File: src/rtl/msma_pkg.sv
// ----------------------------------------------------------------------------
// msma_pkg
// Shared widths, gain reset values, state codes and divider status for the
// per-channel scaled moving average.
// ----------------------------------------------------------------------------
package msma_pkg;

    localparam int CODE_W    = 12;
    localparam int GAIN_W    = 24;
    localparam int PROD_W    = CODE_W + GAIN_W;
    localparam int FRAC_W    = 16;
    localparam int VAL_W     = 20;
    localparam int FILL_W    = 4;
    localparam int CH_W      = 2;
    localparam int NUM_GAINS = 4;
    localparam int PADDR_W   = 4;
    localparam int PDATA_W   = 32;
    localparam int S_TUSER_W = 1 + CH_W;
    localparam int S_TDATA_W = 16;
    localparam int M_TUSER_W = CH_W;
    localparam int M_TDATA_W = 24;

    // output volt, input volt, output current, input current
    localparam logic [GAIN_W-1:0] GAIN_RESET [NUM_GAINS] = '{
        24'd1003445, 24'd258783, 24'd211252, 24'd528129
    };

    typedef enum logic [4:0] {
        S_IDLE = 5'b00001,
        S_MUL  = 5'b00010,
        S_UPD  = 5'b00100,
        S_DIV  = 5'b01000,
        S_OUT  = 5'b10000
    } t_state;

    typedef struct packed {
        logic busy;
        logic done;
    } t_div_stat;

endpackage

File: src/rtl/msma_div.sv
// ----------------------------------------------------------------------------
// msma_div
// Restoring unsigned divider, two quotient bits per cycle.
// ----------------------------------------------------------------------------
module msma_div #(
    parameter int DW = 24,
    parameter int NW = 4
) (
    input  logic                  i_clk,
    input  logic                  i_rst_n,
    input  logic                  i_start,
    input  logic [DW-1:0]         i_dividend,
    input  logic [NW-1:0]         i_divisor,
    output msma_pkg::t_div_stat   o_stat,
    output logic [DW-1:0]         o_quotient
);
    import msma_pkg::*;

    localparam int STEPS = DW / 2;
    localparam int CW    = $clog2(STEPS + 1);

    logic          r_busy;
    logic          r_done;
    logic [CW-1:0] r_cnt;
    logic [DW-1:0] r_quo;
    logic [NW-1:0] r_rem;
    logic [NW-1:0] r_dsr;

    logic [NW:0]   trial1;
    logic [NW:0]   trial2;
    logic [NW-1:0] rem1;
    logic [NW-1:0] n_rem;
    logic          q1;
    logic          q2;
    logic [DW-1:0] n_quo;

    always_comb begin
        trial1 = {r_rem, r_quo[DW-1]};
        if (trial1 >= {1'b0, r_dsr}) begin
            rem1 = NW'(trial1 - {1'b0, r_dsr});
            q1   = 1'b1;
        end else begin
            rem1 = trial1[NW-1:0];
            q1   = 1'b0;
        end
        trial2 = {rem1, r_quo[DW-2]};
        if (trial2 >= {1'b0, r_dsr}) begin
            n_rem = NW'(trial2 - {1'b0, r_dsr});
            q2    = 1'b1;
        end else begin
            n_rem = trial2[NW-1:0];
            q2    = 1'b0;
        end
        n_quo = {r_quo[DW-3:0], q1, q2};
    end

    always_ff @(posedge i_clk) begin
        if (!i_rst_n) begin
            r_busy <= 1'b0;
            r_done <= 1'b0;
            r_cnt  <= '0;
        end else begin
            r_done <= !i_start && r_busy && (r_cnt == CW'(1));
            if (i_start) begin
                r_busy <= 1'b1;
                r_cnt  <= CW'(STEPS);
            end else if (r_busy) begin
                r_cnt <= r_cnt - 1'b1;
                if (r_cnt == CW'(1)) begin
                    r_busy <= 1'b0;
                end
            end
        end
    end

    always_ff @(posedge i_clk) begin
        if (i_start) begin
            r_quo <= i_dividend;
            r_rem <= '0;
            r_dsr <= i_divisor;
        end else if (r_busy) begin
            r_quo <= n_quo;
            r_rem <= n_rem;
        end
    end

    assign o_stat.busy = r_busy;
    assign o_stat.done = r_done;
    assign o_quotient  = r_quo;

endmodule

File: src/rtl/multichannel_scaled_moving_average_top.sv
// ----------------------------------------------------------------------------
// multichannel_scaled_moving_average_top
// Per-channel scaled moving average of converter codes.
// ----------------------------------------------------------------------------
// Each filter word scales a 12-bit code by its channel's Q16 gain, stores it
// in that channel's ring of the last WINDOW samples and returns the floor
// mean of the samples held so far with their count. A clear word empties all
// channels when it is accepted and returns nothing. One word is processed at a
// time: a filter word passes the multiply, update, divide and output states
// before the next word is taken, the divide run by the two-bit-a-cycle divider
// behind the running-sum update of the sample memory. A finished result waits in
// the output register while the next word is taken.
// ----------------------------------------------------------------------------
module multichannel_scaled_moving_average_top #(
    parameter int WINDOW   = 10,
    parameter int CHANNELS = 4
) (
    input  logic                            i_clk,
    input  logic                            i_rst_n,
    // tuser: mode[0], channel[2:1]
    input  logic [msma_pkg::S_TUSER_W-1:0]  s_axis_tuser,
    // tdata: sample_code[11:0], zero[15:12]
    input  logic [msma_pkg::S_TDATA_W-1:0]  s_axis_tdata,
    input  logic                            s_axis_tvalid,
    output logic                            s_axis_tready,
    // tuser: out_channel[1:0]
    output logic [msma_pkg::M_TUSER_W-1:0]  m_axis_tuser,
    // tdata: average[19:0], fill[23:20]
    output logic [msma_pkg::M_TDATA_W-1:0]  m_axis_tdata,
    output logic                            m_axis_tvalid,
    input  logic                            m_axis_tready,
    input  logic                            psel,
    input  logic                            penable,
    input  logic                            pwrite,
    input  logic [msma_pkg::PADDR_W-1:0]    paddr,
    input  logic [msma_pkg::PDATA_W-1:0]    pwdata,
    output logic [msma_pkg::PDATA_W-1:0]    prdata,
    output logic                            pready
);
    import msma_pkg::*;

    localparam int SUMW  = VAL_W + $clog2(WINDOW);
    localparam int DW    = SUMW + (SUMW % 2);
    localparam int NW    = $clog2(WINDOW + 1);
    localparam int SW    = (WINDOW > 1) ? $clog2(WINDOW) : 1;
    localparam int CIW   = (CHANNELS > 1) ? $clog2(CHANNELS) : 1;
    localparam int DEPTH = CHANNELS * WINDOW;
    localparam int AW    = (DEPTH > 1) ? $clog2(DEPTH) : 1;

    t_state            r_state;
    logic [GAIN_W-1:0] r_gain [NUM_GAINS];
    logic [SW-1:0]     r_slot [CHANNELS];
    logic [NW-1:0]     r_fill [CHANNELS];
    logic [SUMW-1:0]   r_sum  [CHANNELS];
    logic [VAL_W-1:0]  r_ring [DEPTH];
    logic [VAL_W-1:0]  r_ring_rd;

    logic [CH_W-1:0]   r_ch;
    logic              r_built;
    logic [CODE_W-1:0] r_code;
    logic [VAL_W-1:0]  r_scaled;
    logic [AW-1:0]     r_addr;
    logic [NW-1:0]     r_n;

    logic              r_out_valid;
    logic [CH_W-1:0]   r_out_ch;
    logic [VAL_W-1:0]  r_out_avg;
    logic [FILL_W-1:0] r_out_fill;

    logic              s_acc;
    logic              cfg_wr;
    logic              out_load;
    logic [CIW-1:0]    ch_idx;
    logic [AW-1:0]     n_addr;
    logic [PROD_W-1:0] prod;
    logic [SUMW-1:0]   cur_sum;
    logic [SUMW-1:0]   n_sum;
    logic [SW-1:0]     n_slot;
    logic [NW-1:0]     n_fill;
    logic              div_start;
    logic [DW-1:0]     div_dividend;
    logic [NW-1:0]     div_divisor;
    t_div_stat         div_stat;
    logic [DW-1:0]     div_quo;

    assign s_acc    = s_axis_tvalid && s_axis_tready;
    assign cfg_wr   = psel && penable && pwrite && pready;
    assign out_load = (r_state == S_OUT) && (!r_out_valid || m_axis_tready);
    assign ch_idx   = CIW'(r_ch);

    always_comb begin
        n_addr = AW'(int'(r_ch) * WINDOW + int'(r_slot[ch_idx]));
        prod   = PROD_W'(r_code) * PROD_W'(r_gain[r_ch]);

        cur_sum = (r_fill[ch_idx] == '0) ? '0 : r_sum[ch_idx];
        if (r_fill[ch_idx] == NW'(WINDOW)) begin
            n_sum  = cur_sum + SUMW'(r_scaled) - SUMW'(r_ring_rd);
            n_fill = r_fill[ch_idx];
        end else begin
            n_sum  = cur_sum + SUMW'(r_scaled);
            n_fill = r_fill[ch_idx] + 1'b1;
        end
        n_slot = (r_slot[ch_idx] == SW'(WINDOW - 1)) ? '0 : r_slot[ch_idx] + 1'b1;

        div_start    = (r_state == S_UPD);
        div_dividend = r_built ? DW'(n_sum) : DW'(r_scaled);
        div_divisor  = r_built ? n_fill : NW'(1);
    end

    // configuration registers
    always_ff @(posedge i_clk) begin
        if (!i_rst_n) begin
            for (int g = 0; g < NUM_GAINS; g++) begin
                r_gain[g] <= GAIN_RESET[g];
            end
        end else if (cfg_wr) begin
            r_gain[paddr[3:2]] <= pwdata[GAIN_W-1:0];
        end
    end

    assign prdata = PDATA_W'(r_gain[paddr[3:2]]);
    assign pready = 1'b1;

    // control
    always_ff @(posedge i_clk) begin
        if (!i_rst_n) begin
            r_state     <= S_IDLE;
            r_out_valid <= 1'b0;
            for (int c = 0; c < CHANNELS; c++) begin
                r_slot[c] <= '0;
                r_fill[c] <= '0;
            end
        end else begin
            if (out_load) begin
                r_out_valid <= 1'b1;
            end else if (m_axis_tready) begin
                r_out_valid <= 1'b0;
            end
            case (r_state)
                S_IDLE: begin
                    if (s_acc) begin
                        if (s_axis_tuser[0]) begin
                            for (int c = 0; c < CHANNELS; c++) begin
                                r_slot[c] <= '0;
                                r_fill[c] <= '0;
                            end
                        end else begin
                            r_state <= S_MUL;
                        end
                    end
                end
                S_MUL: r_state <= S_UPD;
                S_UPD: begin
                    if (r_built) begin
                        r_slot[ch_idx] <= n_slot;
                        r_fill[ch_idx] <= n_fill;
                    end
                    r_state <= S_DIV;
                end
                S_DIV: begin
                    if (div_stat.done) begin
                        r_state <= S_OUT;
                    end
                end
                S_OUT: begin
                    if (out_load) begin
                        r_state <= S_IDLE;
                    end
                end
                default: r_state <= S_IDLE;
            endcase
        end
    end

    // datapath
    always_ff @(posedge i_clk) begin
        if (s_acc) begin
            r_ch    <= s_axis_tuser[2:1];
            r_built <= (int'(s_axis_tuser[2:1]) < CHANNELS);
            r_code  <= s_axis_tdata[CODE_W-1:0];
        end
        if (r_state == S_MUL) begin
            r_scaled <= prod[PROD_W-1:FRAC_W];
            r_addr   <= n_addr;
        end
        if (r_state == S_UPD) begin
            r_n <= div_divisor;
            if (r_built) begin
                r_sum[ch_idx] <= n_sum;
            end
        end
        if (out_load) begin
            r_out_ch   <= r_ch;
            r_out_avg  <= div_quo[VAL_W-1:0];
            r_out_fill <= FILL_W'(r_n);
        end
    end

    // sample memory
    always_ff @(posedge i_clk) begin
        if ((r_state == S_UPD) && r_built) begin
            r_ring[r_addr] <= r_scaled;
        end
        r_ring_rd <= r_ring[n_addr];
    end

    msma_div #(
        .DW (DW),
        .NW (NW)
    ) u_div (
        .i_clk      (i_clk),
        .i_rst_n    (i_rst_n),
        .i_start    (div_start),
        .i_dividend (div_dividend),
        .i_divisor  (div_divisor),
        .o_stat     (div_stat),
        .o_quotient (div_quo)
    );

    assign s_axis_tready = (r_state == S_IDLE);
    assign m_axis_tvalid = r_out_valid;
    assign m_axis_tuser  = r_out_ch;
    assign m_axis_tdata  = {r_out_fill, r_out_avg};

`ifndef SYNTHESIS
    a_done_in_div: assert property (@(posedge i_clk) disable iff (!i_rst_n)
        div_stat.done |-> (r_state == S_DIV))
        else $error("divider finished outside the divide state");

    a_divisor_nonzero: assert property (@(posedge i_clk) disable iff (!i_rst_n)
        (r_state == S_UPD) |=> (r_n != '0))
        else $error("divide started with zero divisor");

    a_fill_bounded: assert property (@(posedge i_clk) disable iff (!i_rst_n)
        ((r_state == S_UPD) && r_built) |-> (r_fill[ch_idx] <= NW'(WINDOW)))
        else $error("fill count beyond window");

    a_load_shows: assert property (@(posedge i_clk) disable iff (!i_rst_n)
        out_load |=> m_axis_tvalid)
        else $error("loaded result not presented");

    a_busy_no_accept: assert property (@(posedge i_clk) disable iff (!i_rst_n)
        div_stat.busy |-> !s_axis_tready)
        else $error("word accepted while divide in progress");
`endif

endmodule

File: config.mk
export PLATFORM = sky130hd
export DESIGN_NAME = multichannel_scaled_moving_average_top
export DESIGN_NICKNAME = d
export VERILOG_FILES = /design/src/rtl/msma_pkg.sv /design/src/rtl/msma_div.sv /design/src/rtl/multichannel_scaled_moving_average_top.sv
export SDC_FILE = /design/constraint.sdc
export NUM_CORES = 2
export LEC_CHECK = 0
export BUFFER_PORTS_ARGS = -buffer_cell sky130_fd_sc_hd__buf_2
export CAP_MARGIN = 20
export CELL_PAD_IN_SITES_DETAIL_PLACEMENT = 1
export CELL_PAD_IN_SITES_GLOBAL_PLACEMENT = 2
export CORE_AREA = 2 2 421 423
export DETAILED_ROUTE_END_ITERATION = 16
export DIE_AREA = 0 0 423 425
export PLACE_DENSITY = 0.62
export SETUP_SLACK_MARGIN = 0.5
export SKIP_LAST_GASP = 1
export SLEW_MARGIN = 20
export SYNTH_ARGS = -nofsm -noshare
export SYNTH_HDL_FRONTEND = slang
export SYNTH_HIERARCHICAL = 1
export SYNTH_SLANG_ARGS = --single-unit
File: constraint.sdc
create_clock -name i_clk -period 9.4 [get_ports i_clk]
set_input_delay 2.35 -clock i_clk [delete_from_list [all_inputs] [get_ports i_clk]]
set_output_delay 2.35 -clock i_clk [all_outputs]
set_load 0.1 [all_outputs]
# Word-level counts from Yosys, hierarchy flattened
# Memory sizes are Yosys's and may differ from the RTL's. A register that Yosys moved wholly into a read port is not among the register bits.
# Cells that the tools add are included.
totals:
  register_bits: 110
  mem_bits_rw: 1024
  wordCells: 127
  mem_count: 5
op_classes:
  add_sub_neg: 8
  multipliers: 2
  magnitude_cmp: 2
  eq_ne: 12
  mux: 56
  bitwise: 9
  n_reduce_logical: 17
memory_table:
  columns: ["memory", "words", "word_bits", "rd", "rd_clocked_by_memory_dff", "wr", "line_no", "rtl"]
  rows:
  - ["r_ring", 40, 20, 1, 1, 1, "multichannel_scaled_moving_average_top.sv:55", "logic [VAL_W-1:0] r_ring [DEPTH];"]
  - ["r_gain", 4, 24, 2, 1, 4, "multichannel_scaled_moving_average_top.sv:51", "logic [GAIN_W-1:0] r_gain [NUM_GAINS];"]
  - ["r_sum", 4, 24, 1, 1, 1, "multichannel_scaled_moving_average_top.sv:54", "logic [SUMW-1:0] r_sum [CHANNELS];"]
  - ["r_fill", 4, 4, 1, 1, 4, "multichannel_scaled_moving_average_top.sv:53", "logic [NW-1:0] r_fill [CHANNELS];"]
  - ["r_slot", 4, 4, 1, 1, 4, "multichannel_scaled_moving_average_top.sv:52", "logic [SW-1:0] r_slot [CHANNELS];"]
op_table:
  columns: ["operator", "n"]
  rows:
  - ["two-way mux 24 bit", 5]
  - ["two-way mux 4 bit", 16]
  - ["multiplier 12 x 24 -> 36 bit", 1]
  - ["one-hot mux 5 bit (5 select lines)", 1]
  - ["adder 24 x 20 -> 24 bit", 1]
  - ["OR reduction 24 bit", 1]
  - ["subtractor 24 x 20 -> 24 bit", 1]
  - ["two-way mux 1 bit", 23]
  - ["two-way mux 5 bit", 4]
  - ["two-way mux 2 bit", 7]
  - ["greater-or-equal comparator 5 x 4 -> 1 bit", 2]
  - ["adder 4 x 1 -> 4 bit (second input constant)", 2]
  - ["equality test 4 bit (second input constant)", 2]
  - ["OR 1 bit", 8]
  - ["OR reduction 4 bit", 2]
  - ["subtractor 4 bit", 2]
  - ["adder 6 x 4 -> 6 bit", 1]
  - ["logical AND 1 bit", 6]
  - ["equality test 5 x 1 -> 1 bit (second input constant)", 1]
  - ["equality test 5 x 2 -> 1 bit (second input constant)", 1]
  - ["equality test 5 x 3 -> 1 bit (second input constant)", 1]
  - ["equality test 5 x 4 -> 1 bit (second input constant)", 1]
  - ["equality test 5 bit (second input constant)", 1]
  - ["multiplier 2 x 3 -> 5 bit (second input constant)", 1]
  - ["11 further kinds", 15]

# Longest topological paths before layout
logic_depth:
  ltp_word: 8
  depth_mapped: 30
  mapped_depth_nobuf: 27

# Hierarchy
# Netlist, hierarchy kept.
modules_own_cells:
  columns: ["module", "instances", "cells_each", "area_each_um2", "seq_area_each_um2"]
  rows:
  - ["multichannel_scaled_moving_average_top", 1, 3234, 53908.0, 33412.0]
  - ["msma_div", 1, 152, 1995.7, 1041.0]

# Least setup slack after synthesis
# No wires, ideal clock.
synth_path:
  path_type: "flip-flop to flip-flop"
  start: "register with a tool-made name"
  end: "register r_scaled[16] (data pin)"
  setup_time_ns: 0.258
  t_arrival_ns: 6.589
  slack_ns: 2.553
  stages_incl_launch_ff: 23
  path_buffers: 4
  synth_period_minus_slack_ns: 6.847
  cell_sequence: "dfxtp_1 > buf_1 > clkbuf_1 > clkbuf_1 > mux4_2 > clkbuf_1 > nand2_1 > fa_1 > fa_1 > inv_1 > fa_1 > fa_1 > fa_1 > ha_1 > a2111oi_0 > o221ai_1 > o21ai_0 > o211ai_1 > nand4_1 > a211oi_1 > or4_1 > a21oi_1 > xnor2_1"
synth_rtl:
  columns: ["element", "line_no", "rtl"]
  rows:
  - ["end signal: assignment", "multichannel_scaled_moving_average_top.sv:183", "r_scaled <= prod[PROD_W-1:FRAC_W];"]
  - ["end: declaration", "multichannel_scaled_moving_average_top.sv:61", "logic [VAL_W-1:0] r_scaled;"]

==> impl_metrics.toml <==
[clock_tree]
clockBufferDepth = 3
cts_sinks = 1160
h-tree-depth = 3
clk_pin_slew_worst_paths_ns = 0.06
cts_resized = 0
clk_latency_ns = 0.76
cts_tree = "built"
post_cts_buffers = 0
cts-root-buf = "clkbuf_16"
numCtsBuffers = 121
postCtsHoldBufs = 0

[critical_path]
crit_cells = 18
slowest_stage = "dfxtp_2"
critical_path.max_stage_delay_ns = 0.88
critical_path_buf_inv_count = 1
path_max_fanout = 25
required_ns = 9.84
cp_top_family = "adder cells"
critical_path_arrival_ns = 7.83
worstPathCellList = "mux4_2, nand2_1, fa_1, inv_1, fa_1, fa_1, fa_1, fa_1, ha_1, a2111oi_0, o221ai_1, o21ai_0, o211ai_1, nand4_1, a211oi_1, o41ai_1, a21boi_0, xor2_1"
end_kind = "flip-flop"
crit_top_cell = "fa_1"
crit_type = "reg2reg"
r2r_cells = 18
crit_path_start_kind = "flip-flop"

[final_layout]
fillCellCount = 17700
nNetsFinal = 3952
areaGrowthSynthToFinish_pct = 13.6
multi_input_area_um2 = 19900
seq_area_um2 = 34500
drive_gt1_share_pct = 21.7
postLayoutCellArea_um2 = 63500
stdcell_count = 5991

[logic_synthesis]
synthesis.area_um2 = 55900
synthCells = 3385
synth_warnings = 6
syn_area_per_cell_um2 = 16.5

[placed_design]
dp_hpwl_mm = 87.8
globalplace.congestion = 0.737
numPortBuffers = 99
place_area_um2 = 59600
dp.cells = 5757

[timing]
clock_skew_ns = 0.0769
tightestPinTransition_ns = 1.04
period_minus_slack_ns = 7.40
maxSlewViolCount = 0
rsz0062_at_grt = "false"
max_freq_mhz = 135
finalSetupViolations = 0
slew_headroom_pct = 30.5
finalSetupTns_ns = 0
hold_viol_final = 0
post-route-period-util_pct = 78.7
hold-worst-slack_ns = 0.419

[routing]
dr_wl_met2_mm = 69.8
viasPerCell = 4.85
drt-initial-drc-count = 2069
dr_wl_met3_mm = 5.27
totalWireLength_mm = 140
top_layer = "met4"
route.detailed.drc = 0
drtPass1Iterations = 7
via_count = 29100
wire_per_inst_um = 23.4
ant_nets = 0
wl_met1_mm = 62.8

[grt]
first_global_vias = 31700
antenna_found_initial = 5
grt_pass1_wl_mm = 210
grt_max_degree = 96
grt_util_all_layers_pct = 15.7
grt.overflow.total = 0

[die]
dieArea_um2 = 180000
rows = 154
die_h_um = 425
coreArea_um2 = 175000
io_pins = 123
die_w_um = 423
start_util_pct = 31.9

[min_path]
min_path_cells = 0
hp-class = "reg2reg"

[status]
status = "finished, final reports clean"

[run]
max_cap_violations = 0
==> metrics by stage <==
step                      util (%)  worst slack, ns
after global routing          36.2             1.47
after global placement        34.0             1.87
after detailed placement      34.0             1.85
after floorplan                  -             2.55
after CTS                     36.2             1.82
final                         36.2             2.00
==> area by class of cell <==
class / instances / area share (%)
diodes: 2 / 0.00788
clock buffers: 152 / 5.05
clock inverters: 80 / 1.16
inverters: 289 / 1.71
multi-input cells: 1780 / 31.3
flip-flops and latches: 1160 / 54.3
well taps: 2340 / 4.61
repair buffers: 188 / 1.91
==> worst paths after layout <==
check                        start                       to  slack (ns)
setup / recovery         flip-flop   r_scaled[18]$_DFFE_PP_        2.00
hold / removal    r_n[2]$_DFFE_PP_  r_out_fill[2]$_DFFE_PP_        0.42
setup reg to reg         flip-flop   r_scaled[18]$_DFFE_PP_        2.00
hold reg to reg   r_n[2]$_DFFE_PP_  r_out_fill[2]$_DFFE_PP_        0.42
==> sequential cells by signal, summed over array words and instances, names as in the netlist, 2 cells and up, named ones only <==
register / flops
ch_idx: 2
m_axis_tuser: 2
r_addr: 6
r_code: 12
r_fill: 16
r_gain: 96
r_n: 4
r_out_avg: 20
r_out_fill: 4
r_ring: 800
r_ring_rd: 20
r_scaled: 20
r_slot: 16
r_state: 5
r_sum: 96
u_div/o_quotient: 24
u_div/r_cnt: 4
u_div/r_dsr: 4
u_div/r_rem: 4
==> layout by cell type (no fill, tap or decap), drive strengths merged, types with 7 or more instances in the layout <==
cell type	count
clkinv	62
clkbuf	152
a21o	17
or2	10
a31oi	7
nand3	19
mux4	319
a211oi	31
nor3	18
xor2	26
xnor2	38
ha	126
nor2b	50
a21oi	75
conb	9
mux2i	24
mux2	28
fa	224
edfxtp	1122
nand2b	60
and2	147
nand2	253
nand3b	7
inv	291
buf	188
o21bai	8
dfxtp	38
or3	7
o21a	15
nor2	145
bufinv	9
and3	10
o21ai	44
nand4	8
clkinvlp	7
==> layer usage <==
metal	vias to the layer above	track usage, %
met5	-	0
met4	0	3.87
met3	142	2.01
met2	438	26.6
met1	15600	21.4
li1	12900	-
Power is left out: the tool's default activity adds up to more than one toggle a clock period on the data nets, which glitch-free logic cannot reach.
